`config.mk`:
```
export PLATFORM = sky130hd
export DESIGN_NAME = apac_merge
export DESIGN_NICKNAME = d
export VERILOG_FILES = /design/src/sv/apac_pkg.sv /design/src/sv/apac_merge.sv
export SDC_FILE = /design/constraint.sdc
export NUM_CORES = 2
export LEC_CHECK = 0
export BUFFER_PORTS_ARGS = -buffer_cell sky130_fd_sc_hd__buf_2
export CORE_MARGIN = 2
export CORE_UTILIZATION = 65
export CTS_BUF_LIST = sky130_fd_sc_hd__clkbuf_16
export DETAILED_ROUTE_END_ITERATION = 8
export PLACE_DENSITY = 0.83
export SLEW_MARGIN = 20
export SYNTH_ARGS = -nofsm -noshare
export SYNTH_HDL_FRONTEND = slang
export SYNTH_SLANG_ARGS = --single-unit
```
`constraint.sdc`:
```
create_clock -name aclk -period 22.9 [get_ports aclk]
set_input_delay 1.145 -clock aclk [delete_from_list [all_inputs] [get_ports aclk]]
set_output_delay 1.145 -clock aclk [all_outputs]
set_load 0.01 [all_outputs]
```
`src/sv/apac_pkg.sv`:
```
package apac_pkg;

    localparam int CNT_W = 7;
    localparam int SUM_W = 24;
    localparam int ACC_W = 16;
    localparam int THR_W = 15;
    localparam int TAN_W = 12;
    localparam int CFG_AW = 3;

    localparam logic [CFG_AW-1:0] REG_GRAVITY = 3'd0;
    localparam logic [CFG_AW-1:0] REG_MOVE    = 3'd1;
    localparam logic [CFG_AW-1:0] REG_STILL   = 3'd2;
    localparam logic [CFG_AW-1:0] REG_TANGENT = 3'd3;
    localparam logic [CFG_AW-1:0] REG_SIDE    = 3'd4;

    localparam logic [THR_W-1:0] GRAVITY_RST = 15'd2511;
    localparam logic [THR_W-1:0] MOVE_RST    = 15'd461;
    localparam logic [THR_W-1:0] STILL_RST   = 15'd64;
    localparam logic [TAN_W-1:0] TANGENT_RST = 12'd119;
    localparam logic [THR_W-1:0] SIDE_RST    = 15'd1920;

    localparam logic [1:0] BEH_GRAZING  = 2'd0;
    localparam logic [1:0] BEH_STANDING = 2'd1;
    localparam logic [1:0] BEH_MOVING   = 2'd2;
    localparam logic [1:0] BEH_SIDE     = 2'd3;

    typedef enum logic [3:0] {
        ST_IDLE,
        ST_CAL_ACC,
        ST_CAL_DIV,
        ST_CAL_FIN,
        ST_COR,
        ST_SQR,
        ST_SUM,
        ST_MOVE_HI,
        ST_MOVE_LO,
        ST_STILL_HI,
        ST_STILL_LO,
        ST_GRZ_LO,
        ST_GRZ_HI,
        ST_DECIDE,
        ST_OUT
    } st_t;

    typedef struct packed {
        logic clr;
        logic acc;
        logic div;
        logic fin;
        logic cor;
        logic sqr;
    } lane_ctrl_t;

endpackage

```
`src/sv/apac_merge.sv`:
```
module apac_merge
    import apac_pkg::*;
(
    input  logic                    aclk,
    input  st_t                     step,
    input  logic [30:0]             sq_x,
    input  logic [30:0]             sq_y,
    input  logic [30:0]             sq_z,
    input  logic                    x_neg,
    input  logic signed [ACC_W-1:0] corr_y,
    input  logic [THR_W-1:0]        gravity,
    input  logic [THR_W-1:0]        move_thr,
    input  logic [THR_W-1:0]        still_thr,
    input  logic [TAN_W-1:0]        tangent,
    input  logic [THR_W-1:0]        side_thr,
    output logic [1:0]              code
);

    logic [32:0] s_reg, s_next;
    logic [31:0] yz_reg, yz_next;
    logic [23:0] t2_reg, t2_next;
    logic [40:0] prod_reg, prod_next;
    logic [39:0] grz_lo_reg, grz_lo_next;
    logic        mv_hi_reg, mv_hi_next;
    logic        mv_lo_reg, mv_lo_next;
    logic        st_hi_reg, st_hi_next;
    logic        st_lo_reg, st_lo_next;
    logic [1:0]  code_reg, code_next;

    logic [23:0] mul_a;
    logic [16:0] mul_b;
    logic [15:0] g_plus_m, g_minus_m, g_plus_st, g_minus_st;
    logic [40:0] s_ext;
    logic [55:0] rhs, lhs;
    logic [16:0] y_ext, y_abs;
    logic        grazing;

    always_comb begin
        g_plus_m   = {1'b0, gravity} + {1'b0, move_thr};
        g_minus_m  = (gravity > move_thr) ? ({1'b0, gravity} - {1'b0, move_thr}) : '0;
        g_plus_st  = {1'b0, gravity} + {1'b0, still_thr};
        g_minus_st = (gravity >= still_thr) ? ({1'b0, gravity} - {1'b0, still_thr}) : '0;
        s_ext      = {8'b0, s_reg};
        rhs        = 56'(grz_lo_reg) + {prod_reg[39:0], 16'b0};
        lhs        = {9'b0, sq_x, 16'b0};
        grazing    = x_neg && (lhs > rhs);
        y_ext      = {corr_y[ACC_W-1], corr_y};
        y_abs      = corr_y[ACC_W-1] ? (~y_ext + 1'b1) : y_ext;
    end

    always_comb begin
        mul_a = '0;
        mul_b = '0;
        case (step)
            ST_SUM: begin
                mul_a = {12'b0, tangent};
                mul_b = {5'b0, tangent};
            end
            ST_MOVE_HI: begin
                mul_a = {8'b0, g_plus_m};
                mul_b = {1'b0, g_plus_m};
            end
            ST_MOVE_LO: begin
                mul_a = {8'b0, g_minus_m};
                mul_b = {1'b0, g_minus_m};
            end
            ST_STILL_HI: begin
                mul_a = {8'b0, g_plus_st};
                mul_b = {1'b0, g_plus_st};
            end
            ST_STILL_LO: begin
                mul_a = {8'b0, g_minus_st};
                mul_b = {1'b0, g_minus_st};
            end
            ST_GRZ_LO: begin
                mul_a = t2_reg;
                mul_b = {1'b0, yz_reg[15:0]};
            end
            ST_GRZ_HI: begin
                mul_a = t2_reg;
                mul_b = {1'b0, yz_reg[31:16]};
            end
            default: begin
                mul_a = '0;
                mul_b = '0;
            end
        endcase
        prod_next = 41'(mul_a) * 41'(mul_b);
    end

    always_comb begin
        s_next      = s_reg;
        yz_next     = yz_reg;
        t2_next     = t2_reg;
        grz_lo_next = grz_lo_reg;
        mv_hi_next  = mv_hi_reg;
        mv_lo_next  = mv_lo_reg;
        st_hi_next  = st_hi_reg;
        st_lo_next  = st_lo_reg;
        code_next   = code_reg;
        case (step)
            ST_SUM: begin
                s_next  = 33'(sq_x) + 33'(sq_y) + 33'(sq_z);
                yz_next = 32'(sq_y) + 32'(sq_z);
            end
            ST_MOVE_HI: begin
                t2_next = prod_reg[23:0];
            end
            ST_MOVE_LO: begin
                mv_hi_next = s_ext > prod_reg;
            end
            ST_STILL_HI: begin
                mv_lo_next = (gravity > move_thr) && (s_ext < prod_reg);
            end
            ST_STILL_LO: begin
                st_hi_next = s_ext < prod_reg;
            end
            ST_GRZ_LO: begin
                st_lo_next = (gravity < still_thr) || (s_ext > prod_reg);
            end
            ST_GRZ_HI: begin
                grz_lo_next = prod_reg[39:0];
            end
            ST_DECIDE: begin
                if (mv_hi_reg || mv_lo_reg) begin
                    code_next = BEH_MOVING;
                end else if (grazing) begin
                    code_next = BEH_GRAZING;
                end else if (st_hi_reg && st_lo_reg && (y_abs > {2'b0, side_thr})) begin
                    code_next = BEH_SIDE;
                end else begin
                    code_next = BEH_STANDING;
                end
            end
            default: begin
                s_next = s_reg;
            end
        endcase
    end

    always_ff @(posedge aclk) begin
        s_reg      <= s_next;
        yz_reg     <= yz_next;
        t2_reg     <= t2_next;
        prod_reg   <= prod_next;
        grz_lo_reg <= grz_lo_next;
        mv_hi_reg  <= mv_hi_next;
        mv_lo_reg  <= mv_lo_next;
        st_hi_reg  <= st_hi_next;
        st_lo_reg  <= st_lo_next;
        code_reg   <= code_next;
    end

    assign code = code_reg;

endmodule

```
==> impl_metrics.yaml <==
floorplanning:
  die_x_um: 212
  die_h_um: 212
  ioPinCount: 189
  rows: 76
  start_util: 0.657
  coreArea_um2: 43000
  dieArea_um2: 45100
drt:
  vias: 24500
  wl_per_cell_um: 23.1
  wirelength_um: 89200
  drc: 0
  dr.pass1.iters: 7
  drt_iter0_markers: 2340
  ant_nets: 0
  avgViaCountPerCell: 6.34
clocking:
  worstSkewPairLatency_ps: 440
  cts_buffers: 17
  post_cts_resized: 0
  postCtsSetupBuffers: 0
  cts_max_path_buffers: 2
  clk_pin_slew_ps: 70
  htreeDepth: 4
  cts_tree: "yes"
  root_buffer: "clkbuf_16"
  cts.sinks: 176
  cts_hold_buf: 0
timing:
  timing.final.max_slew_violations: 0
  slew_headroom: 0.181
  fin_setup_tns_ps: 0
  setup_viol: 0
  fmaxAchievable_mhz: 88.7
  min_period_ps: 11280
  clock_skew_ps: 14.1
  rsz0062_at_grt: "no"
  worst_pin_slew_ps: 1230
  finalHoldViolCount: 0
  fin_crit_sh: 0.492
synthesis:
  synth-seq-area-share: 0.173
  synth_cells: 3129
  yosysUniqueCellTypes: 81
  netlist_area_um2: 28300
  async_flop_share: 0
  avgSynthCellArea_um2: 9.03
  ys_warn_count: 0
  synth_seq_cells: 176
  synth_ff_type: "edfxtp_1"
  synth_top_area_cell: "fa_1"
  synth_nets: 4002
  yosysTopAreaCellShare: 0.244
  synth_edf_count: 135
  ys_top_cells_by_area: "fa_1 24%, ha_1 15%, edfxtp_1 14%, inv_1 6.5%, nand2_1 4.3%"
worst_setup_path:
  required_ps: 23230
  crit_top_cell: "fa_1"
  crit_arrival_ps: 11600
  crit_type: "in -> reg"
  crit_path_top_delay_cell: "a221o_1"
  path_max_fanout: 24
  cp-start-kind: "primary input"
  critPathCaptureType: "register"
  crit_path_max_incr_delay_ps: 980
global_routing:
  track_usage: 0.404
  grt_pass1_wl_um: 138000
  gr-total-overflow: 0
  grt_pass1_vias: 24900
  grt_max_degree: 73
  grt_antenna_before_repair: 0
hold_path:
  hold_path.class: "reg -> reg"
run:
  drv_cap: 0
final_layout:
  final_cell_mix: "492 x inv_1, 345 x fa_1, 341 x ha_1"
  final_common_cell: "inv_1"
  largest_register_ffs: 41
  fillers: 3330
  nets: 4134
  drive_gt1_frac: 0.0870
  area_delta_synth_final_pct: 7.26
power:
  ir_worst_vdd_v: 0.000251
  power_frac_clock: 0.071
  p_leak_nw: 14.7
  powerDensity_nw_per_um2: 136
  p_switching_mw: 2.27
  p_seq_frac: 0.126
  total_power_mw: 4.11
  combinationalPowerShare: 0.803
  internal_power_mw: 1.84
  swShare: 0.552
placement:
  io_buffers: 188
  place_hpwl_um: 72300
  gp_congestion: 1.03
outcome:
  outcome: "complete, no violations"
## per-layer routing
layer / routed length (um) / GRT usage
met1: 35400 / 0.535
met2: 40200 / 0.636
met3: 9010 / 0.0903
met4: 4630 / 0.183
met5: 0 / 0
## worst max-delay path: cells and delay by family
kind	cells	cell delay (ps)
AND/OR/NAND/NOR	9	2530
adder cells (fa/ha/maj)	8	4110
AO/OA/AOI/OAI	10	3390
XOR/XNOR	1	130
buffers and inverters	4	280
## cells in the mapped netlist (5+ instances only)
cell,count
o31ai_1,16
o21a_1,32
nand4_1,35
and2_1,100
a211oi_1,19
and4_1,11
o2111ai_1,7
mux2i_1,6
nor4_1,15
buf_2,14
a221oi_1,10
a211o_1,10
a21oi_1,180
o22ai_1,6
or2_2,12
or3_1,14
a22oi_1,12
o221a_2,5
a21o_1,102
nor3_1,34
a221o_1,19
fa_1,345
o21ai_0,101
nand3_1,53
nand2_1,322
o211ai_1,19
o21bai_1,28
inv_1,492
edfxtp_1,135
nor2_1,156
nor2b_1,52
a31oi_1,21
clkbuf_1,77
xnor2_1,95
dfxtp_1,41
a31o_2,6
a21boi_0,5
nand2b_1,36
xor2_1,46
ha_1,341
and3_1,15
o221ai_1,9
## final timing paths
kind	from	endpoint	slack (ps)	depth (start not counted)
worst min-delay path	prod_reg[28]	grz_lo_reg[28]	520	0
worst min register to register	prod_reg[28]	grz_lo_reg[28]	520	0
worst max-delay path	gravity[9]	prod_reg[39]	11620	32
worst max register to register	yz_reg[13]	prod_reg[39]	14560	22
## layout make-up
cell class / instances / area, um^2 / area share
Timing Repair Buffer: 213 / 1130 / 0.0372
Sequential cell: 176 / 4870 / 0.161
Multi-Input combinational cell: 2359 / 21100 / 0.697
Tap cell: 585 / 732 / 0.0242
Clock buffer: 17 / 425 / 0.0140
Antenna cell: 1 / 2.50 / 0.0000826
Inverter: 494 / 1850 / 0.0612
Clock inverter: 15 / 174 / 0.00574
## kinds of logic after synthesis
| logic type | count (synthesis) | share of synthesized area |
|---|---|---|
| and+or+nand+nor | 869 | 0.148 |
| adders and majority gates | 686 | 0.396 |
| AOI/OAI and AO/OA | 657 | 0.157 |
| buffers and inverters | 594 | 0.0807 |
| DFF | 176 | 0.173 |
| xor gates and xnor gates | 141 | 0.0437 |
| muxes | 6 | 0.00213 |
## through the flow
step / hold WS [ps] / setup slack [ps] / area, um^2 / utilization / cells
after floorplan: 423 / 13040 / 28300 / - / 3129
after global placement: 499 / 11740 / 29700 / 0.691 / 3827
after detailed placement: 483 / 11390 / 29700 / 0.691 / 3827
after CTS: 514 / 11810 / 30300 / 0.705 / 3859
after global routing: 528 / 11330 / 30300 / 0.705 / 3859
final: 522 / 11620 / 30300 / 0.705 / 3860
## power by group through the flow
stage | clock [mW] | combinational, mW | sequential (mW)
2_1_floorplan | 0 | 2.29 | 0.471
3_3_place_gp | 0 | 3.05 | 0.519
3_5_place_dp | 0 | 3.13 | 0.517
4_1_cts | 0.293 | 3.18 | 0.511
5_1_grt | 0.307 | 3.61 | 0.514
6_report | 0.294 | 3.30 | 0.517
(Power assumes the default switching activity.)
