`src/sv/apac_pkg.sv`:
```
package apac_pkg;

    localparam int CNT_W = 7;
    localparam int SUM_W = 24;
    localparam int ACC_W = 16;
    localparam int THR_W = 15;
    localparam int TAN_W = 12;
    localparam int CFG_AW = 3;

    localparam logic [CFG_AW-1:0] REG_GRAVITY = 3'd0;
    localparam logic [CFG_AW-1:0] REG_MOVE    = 3'd1;
    localparam logic [CFG_AW-1:0] REG_STILL   = 3'd2;
    localparam logic [CFG_AW-1:0] REG_TANGENT = 3'd3;
    localparam logic [CFG_AW-1:0] REG_SIDE    = 3'd4;

    localparam logic [THR_W-1:0] GRAVITY_RST = 15'd2511;
    localparam logic [THR_W-1:0] MOVE_RST    = 15'd461;
    localparam logic [THR_W-1:0] STILL_RST   = 15'd64;
    localparam logic [TAN_W-1:0] TANGENT_RST = 12'd119;
    localparam logic [THR_W-1:0] SIDE_RST    = 15'd1920;

    localparam logic [1:0] BEH_GRAZING  = 2'd0;
    localparam logic [1:0] BEH_STANDING = 2'd1;
    localparam logic [1:0] BEH_MOVING   = 2'd2;
    localparam logic [1:0] BEH_SIDE     = 2'd3;

    typedef enum logic [3:0] {
        ST_IDLE,
        ST_CAL_ACC,
        ST_CAL_DIV,
        ST_CAL_FIN,
        ST_COR,
        ST_SQR,
        ST_SUM,
        ST_MOVE_HI,
        ST_MOVE_LO,
        ST_STILL_HI,
        ST_STILL_LO,
        ST_GRZ_LO,
        ST_GRZ_HI,
        ST_DECIDE,
        ST_OUT
    } st_t;

    typedef struct packed {
        logic clr;
        logic acc;
        logic div;
        logic fin;
        logic cor;
        logic sqr;
    } lane_ctrl_t;

endpackage

```
`src/sv/apac_axis_lane.sv`:
```
module apac_axis_lane
    import apac_pkg::*;
#(
    parameter int CAL_SAMPLES = 100
) (
    input  logic                    aclk,
    input  logic                    aresetn,
    input  lane_ctrl_t              ctrl,
    input  logic signed [ACC_W-1:0] sample,
    input  logic [THR_W-1:0]        bias,
    output logic signed [ACC_W-1:0] corr,
    output logic [30:0]             sq
);

    // floor(m / N) == (m * ceil(2^30 / N)) >> 30 for m * N < 2^30
    localparam int     DIV_SHIFT = 30;
    localparam longint RECIP_L   = ((longint'(1) << DIV_SHIFT) + CAL_SAMPLES - 1) / CAL_SAMPLES;
    localparam logic [30:0] RECIP = 31'(RECIP_L);
    localparam logic [21:0] HALF  = 22'(CAL_SAMPLES / 2);

    logic signed [SUM_W-1:0] sum_reg, sum_next;
    logic signed [ACC_W-1:0] off_reg, off_next;
    logic signed [ACC_W-1:0] corr_reg, corr_next;
    logic [30:0]             sq_reg, sq_next;
    logic [52:0]             prod_reg, prod_next;
    logic                    neg_reg, neg_next;

    logic [SUM_W-1:0]        mag;
    logic [21:0]             mag_rnd;
    logic signed [17:0]      quo;
    logic signed [17:0]      avg;
    logic signed [17:0]      avg_b;
    logic signed [16:0]      dif;
    logic signed [31:0]      sq_full;

    always_comb begin
        mag     = sum_reg[SUM_W-1] ? (~sum_reg + 1'b1) : sum_reg;
        mag_rnd = mag[21:0] + HALF;
        quo     = {1'b0, prod_reg[46:30]};
        avg     = neg_reg ? -quo : quo;
        avg_b   = avg - 18'($signed({1'b0, bias}));
        dif     = 17'(sample) - 17'(off_reg);
        sq_full = corr_reg * corr_reg;
    end

    always_comb begin
        sum_next  = sum_reg;
        off_next  = off_reg;
        corr_next = corr_reg;
        sq_next   = sq_reg;
        prod_next = prod_reg;
        neg_next  = neg_reg;
        if (ctrl.clr) begin
            sum_next = '0;
        end else if (ctrl.acc) begin
            sum_next = sum_reg + SUM_W'(sample);
        end
        if (ctrl.div) begin
            prod_next = 53'(mag_rnd) * 53'(RECIP);
            neg_next  = sum_reg[SUM_W-1];
        end
        if (ctrl.fin) begin
            if (avg_b > 18'sd32767) begin
                off_next = 16'sh7fff;
            end else if (avg_b < -18'sd32768) begin
                off_next = 16'sh8000;
            end else begin
                off_next = avg_b[15:0];
            end
        end
        if (ctrl.cor) begin
            if (dif > 17'sd32767) begin
                corr_next = 16'sh7fff;
            end else if (dif < -17'sd32768) begin
                corr_next = 16'sh8000;
            end else begin
                corr_next = dif[15:0];
            end
        end
        if (ctrl.sqr) begin
            sq_next = sq_full[30:0];
        end
    end

    always_ff @(posedge aclk) begin
        if (!aresetn) begin
            sum_reg <= '0;
            off_reg <= '0;
        end else begin
            sum_reg <= sum_next;
            off_reg <= off_next;
        end
        corr_reg <= corr_next;
        sq_reg   <= sq_next;
        prod_reg <= prod_next;
        neg_reg  <= neg_next;
    end

    assign corr = corr_reg;
    assign sq   = sq_reg;

endmodule

```
`config.mk`:
```
export PLATFORM = sky130hd
export DESIGN_NAME = apac_axis_lane
export DESIGN_NICKNAME = d
export VERILOG_FILES = /design/src/sv/apac_pkg.sv /design/src/sv/apac_axis_lane.sv
export SDC_FILE = /design/constraint.sdc
export NUM_CORES = 1
export LEC_CHECK = 0
export BUFFER_PORTS_ARGS = -buffer_cell sky130_fd_sc_hd__buf_2
export CORE_MARGIN = 4
export CORE_UTILIZATION = 43
export DETAILED_ROUTE_END_ITERATION = 8
export PLACE_DENSITY = 0.65
export SETUP_SLACK_MARGIN = 0.2
export SYNTH_ARGS = -nofsm -noshare
export SYNTH_HDL_FRONTEND = slang
export SYNTH_SLANG_ARGS = --single-unit
export TNS_END_PERCENT = 50
```
`constraint.sdc`:
```
create_clock -name aclk -period 8.4 [get_ports aclk]
set_clock_uncertainty 0.15 [all_clocks]
set_input_delay 0.84 -clock aclk [delete_from_list [all_inputs] [get_ports aclk]]
set_output_delay 0.84 -clock aclk [all_outputs]
set_load 0.005 [all_outputs]
```
==> results of run 1 <==
[metal layers]
layer / track usage / part of all wire
met5: 0 / 0.00031
met3: 0.0318 / 0.045
met2: 0.381 / 0.51
met1: 0.270 / 0.42
met4: 0.0535 / 0.028
[logic make-up (layout without fill, tap and decap cells)]
kind of cell    count (synthesis)  after routing  share of synthesized area
fa+ha+maj                     787            787                      0.520
mux                            14             14                    0.00586
other cells                     1              3                   0.000150
buf+inv                       668            867                      0.103
compound gates                385            385                      0.104
simple gates                  548            548                      0.109
flops                         103            103                      0.108
xor+xnor                      138            138                     0.0497
[placed cells by master (no fill, tap or decap), types with 10 or more instances in the layout]
cell	instances
a31oi_1	15
buf_2	84
and3_1	15
o21bai_1	10
or2_2	11
nor3_1	33
inv_1	600
buf_4	145
o211ai_1	15
xor2_1	36
nand3_1	34
o31ai_1	16
nor2b_1	19
mux2i_1	12
nand4_1	11
and2_1	54
xnor2_1	84
dfxtp_1	35
a21oi_1	80
nor2_1	114
nand2b_1	24
nand2_1	169
o21ai_0	74
o21a_1	14
fa_1	412
ha_4	13
o311ai_0	13
ha_1	350
a21o_1	31
edfxtp_1	63
a211oi_1	18
[worst max path at each step]
stage               slack [ns]            to
CTS                      0.009  prod_reg[45]
global route             -0.24  prod_reg[40]
floorplan                 0.21  prod_reg[45]
detailed placement       -0.14  prod_reg[44]
finish                    0.02  prod_reg[38]
global placement         -0.05  prod_reg[44]
[cell usage after synthesis (all sizes together) (4+ instances only)]
library cell and instances:
nand3b 5, a21boi 6, and3 15, or4 9
a31oi 18, a2111oi 6, nand2b 25, fa 419
nor3 36, nor2b 19, o31ai 20, nand4 12
o2111ai 5, or3 12, and2 55, inv 611
or2 12, o22ai 7, o21a 14, nand2 170
a32oi 5, edfxtp 63, xor2 42, nand3 38
a21oi 89, o211ai 15, o21ai 82, o21bai 10
nor2 118, a311oi 4, a211o 7, nor4 7
nand4b 5, o41ai 9, buf 8, o311ai 13
clkbuf 48, xnor2 96, ha 366, dfxtp 40
a211oi 19, a21o 31, mux2i 12
[through the flow]
step,util,setup TNS [ns]
3_5_place_dp,0.472,-0.674
3_3_place_gp,0.472,-0.117
4_1_cts,0.483,0
2_1_floorplan,-,0
5_1_grt,0.492,-1.61
6_report,0.492,0
[worst max-delay path: cells and delay by family, from the launching register on]
kind | cells | cell delay (ns)
AND/OR/NAND/NOR | 4 | 1.31
buffers and inverters | 7 | 0.81
flip-flops | 1 | 0.32
XOR/XNOR | 1 | 0.15
adder cells (fa/ha/maj) | 8 | 3.53
AO/OA/AOI/OAI | 9 | 1.84
[area by class of cell]
| type | count | share of cell area |
|---|---|---|
| well taps | 765 | 0.0338 |
| clock buffers | 9 | 0.00795 |
| clock inverters | 7 | 0.00265 |
| inverters | 612 | 0.0813 |
| flip-flops and latches | 103 | 0.0955 |
| multi-input cells | 1873 | 0.721 |
| repair buffers | 239 | 0.0579 |
| diodes | 2 | 0.000177 |
[repair_timing]
action | in CTS | in global routing
endpoints found under the hold margin | 0 | 0
endpoints found under the setup margin | 12 | 17
pin swaps | 33 | 44
setup buffers | 16 | 11
resized for setup | 44 | 81
==> flow_summary_export.csv, run 1 <==
group,metric,value,unit
run_status,status,"finished clean",
cts,cts_tree,"yes",
cts,clk_pin_slew,0.08,ns
worst_setup_path,rr_startpoint,"sum_reg[2]",
route,antenna_left,0,
global_route,grt_usage,0.212,
cts,cts_buffers,9,
placement,dpl_cell_area,0.0272,mm^2
flow_run,drv_cap,0,
worst_setup_path,critPathArrivalTime,8.36,ns
floorplanning,dieArea,0.0620,mm^2
worst_hold_path,hold_depth,2,
placement,dp.cells,3565,
placement,gp_congestion,0.981,
worst_setup_path,worst-setup-path-type,"reg2reg",
global_route,grt_max_degree,31,
worst_setup_path,ff2ff_setup_slack,0.02,ns
sta,setup_violations,0,
worst_hold_path,hold_start,"off_reg[6]",
synth,ys_warn_count,0,
sta,hold_viol_final,0,
route,drc_errors,0,
floorplanning,row_count,88,
synth,synth_area_per_cell,9.45,um^2
cts,cts_hold_buf,0,
sta,max_slew_margin,0.400,
global_route,grt_pass1_wl,107000,um
sta,period_share,0.997,
final_layout,finalNetCount,3662,
route,drt_iter0_drc,888,
sta,hold-worst-slack,0.338,ns
worst_setup_path,cpPeakStageDelay,0.61,ns
cts,clock_sinks,103,
route,avgViaCountPerCell,5.22,
synth,syn_nets,3468,
floorplanning,io-pin-count,86,
synth,synthDistinctLibCells,90,
final_layout,largest_register_ffs,30,
global_route,overflow,0,
worst_setup_path,critPathMostFrequentCell,"fa_1",
global_route,antenna_found_initial,3,
synth,syn-cell-area,0.0250,mm^2
synth,synth_top_flop_cell,"edfxtp_1",
cts,clock_latency,0.38,ns
synth,synth_edf_count,63,
floorplanning,die_y,249,um
cts,root_buffer,"clkbuf_16",
final_layout,area_growth,13.4,%
synth,synthCells,2644,
cts,clk_path_buf_depth,2,
global_route,grt_pass1_vias,20513,
worst_setup_path,r2r_end,"prod_reg[38]",
worst_hold_path,hp-class,"reg2reg",
synth,ys_async_sr_fraction,0,
synth,yosys.area.top_type,"fa_1",
synth,netlist.area_leader.share,0.336,
worst_setup_path,r2r_cells,29,
worst_setup_path,cp_data_required_time,8.39,ns
floorplanning,fp.dieW,249,um
sta,report.final.slew_viol_count,0,
worst_setup_path,crit_start,"sum_reg[2]",
synth,synth_seq_area_share,0.108,
final_layout,design_area,0.0283,mm^2
route,wl_per_cell,17.9,um
sta,worst_pin_slew,0.897,ns
final_layout,layout-drive-gt1-share,0.140,
cts,htreeDepth,3,
floorplanning,fp.coreArea,0.0576,mm^2
placement,portBuffers,84,
placement,pre_cts_slack,-0.140,ns
sta,fin_crit,8.38,ns
worst_setup_path,crit_fanout,6,
route,vias,18841,
final_layout,multi_input_area,0.0204,mm^2
final_layout,stdcell_count,3610,
worst_setup_path,worstSetupStartpointType,"register",
worst_setup_path,cp-end-kind,"register",
final_layout,ff_latch_area,0.00270,mm^2
sta,rsz0062_at_grt,"true",
synth,synth.area.top_cells,"fa_1 34%, ha_1 18%, inv_1 9.2%",
final_layout,nFillCells,5275,
floorplanning,start_util,0.434,
worst_hold_path,holdPathEnd,"off_reg[6]",
route,drt-pass1-iter-count,5,
synth,synth-seq-cells,103,
sta,fmax,119,MHz
sta,fin_ws,0.0241,ns
worst_setup_path,cp_slowest_cell,"or4_4",
placement,dp_hpwl,56000,um
route,wirelength,64600,um
Power of run 1 is left out: the tool's default activity adds up to more than one toggle a clock period on the data nets, which glitch-free logic cannot reach.
==> run 2: changes to the inputs <==
--- a/config.mk
+++ b/config.mk
@@ -6,7 +6,7 @@
 export NUM_CORES = 1
 export LEC_CHECK = 0
 export BUFFER_PORTS_ARGS = -buffer_cell sky130_fd_sc_hd__buf_2
-export CORE_MARGIN = 4
+export CORE_MARGIN = 3
 export CORE_UTILIZATION = 43
 export DETAILED_ROUTE_END_ITERATION = 8
 export PLACE_DENSITY = 0.65
==> constraint.sdc (replaced) <==
create_clock -name aclk -period 7.1 [get_ports aclk]
set_clock_uncertainty 0.15 [all_clocks]
set_input_delay 0.71 -clock aclk [delete_from_list [all_inputs] [get_ports aclk]]
set_output_delay 0.71 -clock aclk [all_outputs]
set_load 0.005 [all_outputs]
==> run 2 against run 1 <==
The flow now finishes with violations (negative setup slack); worst setup slack got worse by 1.3 ns; worst hold slack got worse by 0.0012 ns; global-route usage up 1.1 points; register-to-register slack got worse by 1.3 ns; first-iteration DRC count shrank 4.5%; fmax fell by 0.14%; routed wire length is 1.9% higher; critical endpoint is now prod_reg[45].
==> flow_summary_export.csv, run 2 (same netlist as run 1, synthesis figures left out) <==
group,metric,value,unit
sta,rsz0062_at_grt,"true",
cts,clock_sinks,103,
route,avgViaCountPerCell,5.12,
worst_setup_path,crit_fanout,6,
floorplanning,fp.dieW,247,um
run_status,status,"finished, violations left",
flow_run,drv_cap,0,
worst_hold_path,hp-class,"reg2reg",
floorplanning,die_y,247,um
sta,report.final.slew_viol_count,0,
final_layout,finalNetCount,3823,
route,wirelength,65800,um
cts,cts_hold_buf,0,
route,drt_iter0_drc,848,
placement,portBuffers,84,
worst_setup_path,critPathMostFrequentCell,"fa_1",
worst_setup_path,cp_data_required_time,7.20,ns
floorplanning,fp.coreArea,0.0569,mm^2
sta,worst_pin_slew,1.01,ns
sta,fmax,119,MHz
route,drc_errors,0,
floorplanning,dieArea,0.0610,mm^2
cts,htreeDepth,3,
sta,hold_viol_final,0,
sta,max_slew_margin,0.325,
cts,root_buffer,"clkbuf_16",
global_route,overflow,0,
sta,fin_ws,-1.29,ns
floorplanning,start_util,0.439,
global_route,grt_usage,0.223,
cts,cts_tree,"yes",
final_layout,ff_latch_area,0.00270,mm^2
worst_setup_path,cp-end-kind,"register",
placement,dp_hpwl,57700,um
worst_setup_path,critPathArrivalTime,8.49,ns
global_route,grt_pass1_vias,20622,
final_layout,final_cell_mix,"603 x inv_1, 419 x fa_1, 356 x ha_1, 311 x buf_4, 166 x nand2_1",
run_status,violations,"negative setup slack",
route,antenna_left,0,
cts,clk_path_buf_depth,2,
final_layout,layout-drive-gt1-share,0.178,
final_layout,area_growth,17.6,%
final_layout,multi_input_area,0.0203,mm^2
floorplanning,row_count,87,
sta,fin_crit,8.39,ns
cts,cts_buffers,9,
worst_setup_path,worst-setup-path-type,"reg2reg",
route,vias,19260,
sta,hold-worst-slack,0.336,ns
cts,clock_latency,0.39,ns
global_route,grt_pass1_wl,107000,um
route,wl_per_cell,17.5,um
sta,setup_violations,16,
worst_setup_path,cp_slowest_cell,"or4_4",
placement,gp_congestion,0.944,
sta,period_share,1.18,
worst_setup_path,cpPeakStageDelay,0.61,ns
worst_setup_path,worstSetupStartpointType,"register",
final_layout,largest_register_ffs,30,
final_layout,nFillCells,5215,
route,drt-pass1-iter-count,8,
global_route,antenna_found_initial,5,
floorplanning,io-pin-count,86,
final_layout,layout_commonest_cell,"inv_1",
global_route,grt_max_degree,31,
cts,clk_pin_slew,0.09,ns
[run 2: cell count changes in the layout (fill, tap and decap cells not counted), sizes merged]
cell,before,now
clkinvlp,0,1
bufinv,0,1
clkinv,4,2
diode,2,1
inv,615,614
buf,239,400
clkbuf,9,10
[run 2: cell type report]
class	count	share of cell area
Multi-Input combinational cell	1873	0.691
Timing Repair Buffer	400	0.0960
Sequential cell	103	0.0920
Inverter	612	0.0784
Tap cell	756	0.0322
Clock buffer	10	0.00780
Clock inverter	6	0.00251
Antenna cell	1	0.0000852
[run 2: repair_timing]
item                                    CTS  global route
setup buffers                             7            15
resized for setup                        26            54
pin swaps                                13            45
endpoints found under the setup margin   20            21
[run 2: path summary, 6_finish.rpt]
path | startpoint | to | slack (ns) | cells after the start
setup / recovery | sum_reg[5] | prod_reg[45] | -1.29 | 31
hold / removal | off_reg[1] | off_reg[1] | 0.34 | 2
setup reg to reg | sum_reg[5] | prod_reg[45] | -1.29 | 31
hold reg to reg | off_reg[1] | off_reg[1] | 0.34 | 2
[run 2: per-stage QoR]
stage                     setup WS [ns]  instances  TNS (ns)  cell area, um^2   util
after floorplan                   -1.01       2644    -12.03            25200      -
after global placement            -1.27       3722    -17.70            28500  0.501
after detailed placement          -1.39       3722    -19.17            28500  0.501
after CTS                         -1.21       3745    -16.68            29000  0.509
after global routing              -1.60       3760    -22.51            29400  0.516
final                             -1.29       3761    -17.38            29400  0.516
[run 2: critical path, delay by kind of cell (launching register included)]
family / cells / cell delay [ns]
buffers and inverters: 7 / 0.74
and+or+nand+nor: 5 / 1.57
xor gates and xnor gates: 2 / 0.27
adders and majority gates: 8 / 3.16
AOI/OAI and AO/OA: 8 / 1.66
muxes: 1 / 0.35
DFF: 1 / 0.33
[run 2: per-layer routing]
metal | vias to the layer above | routed length [um] | GRT usage
li1 | 9258 | - | -
met1 | 9541 | 27800 | 0.281
met2 | 366 | 33400 | 0.397
met3 | 89 | 2920 | 0.0388
met4 | 6 | 1690 | 0.0556
met5 | - | 41 | 0
Power of run 2 is left out for the same reason.
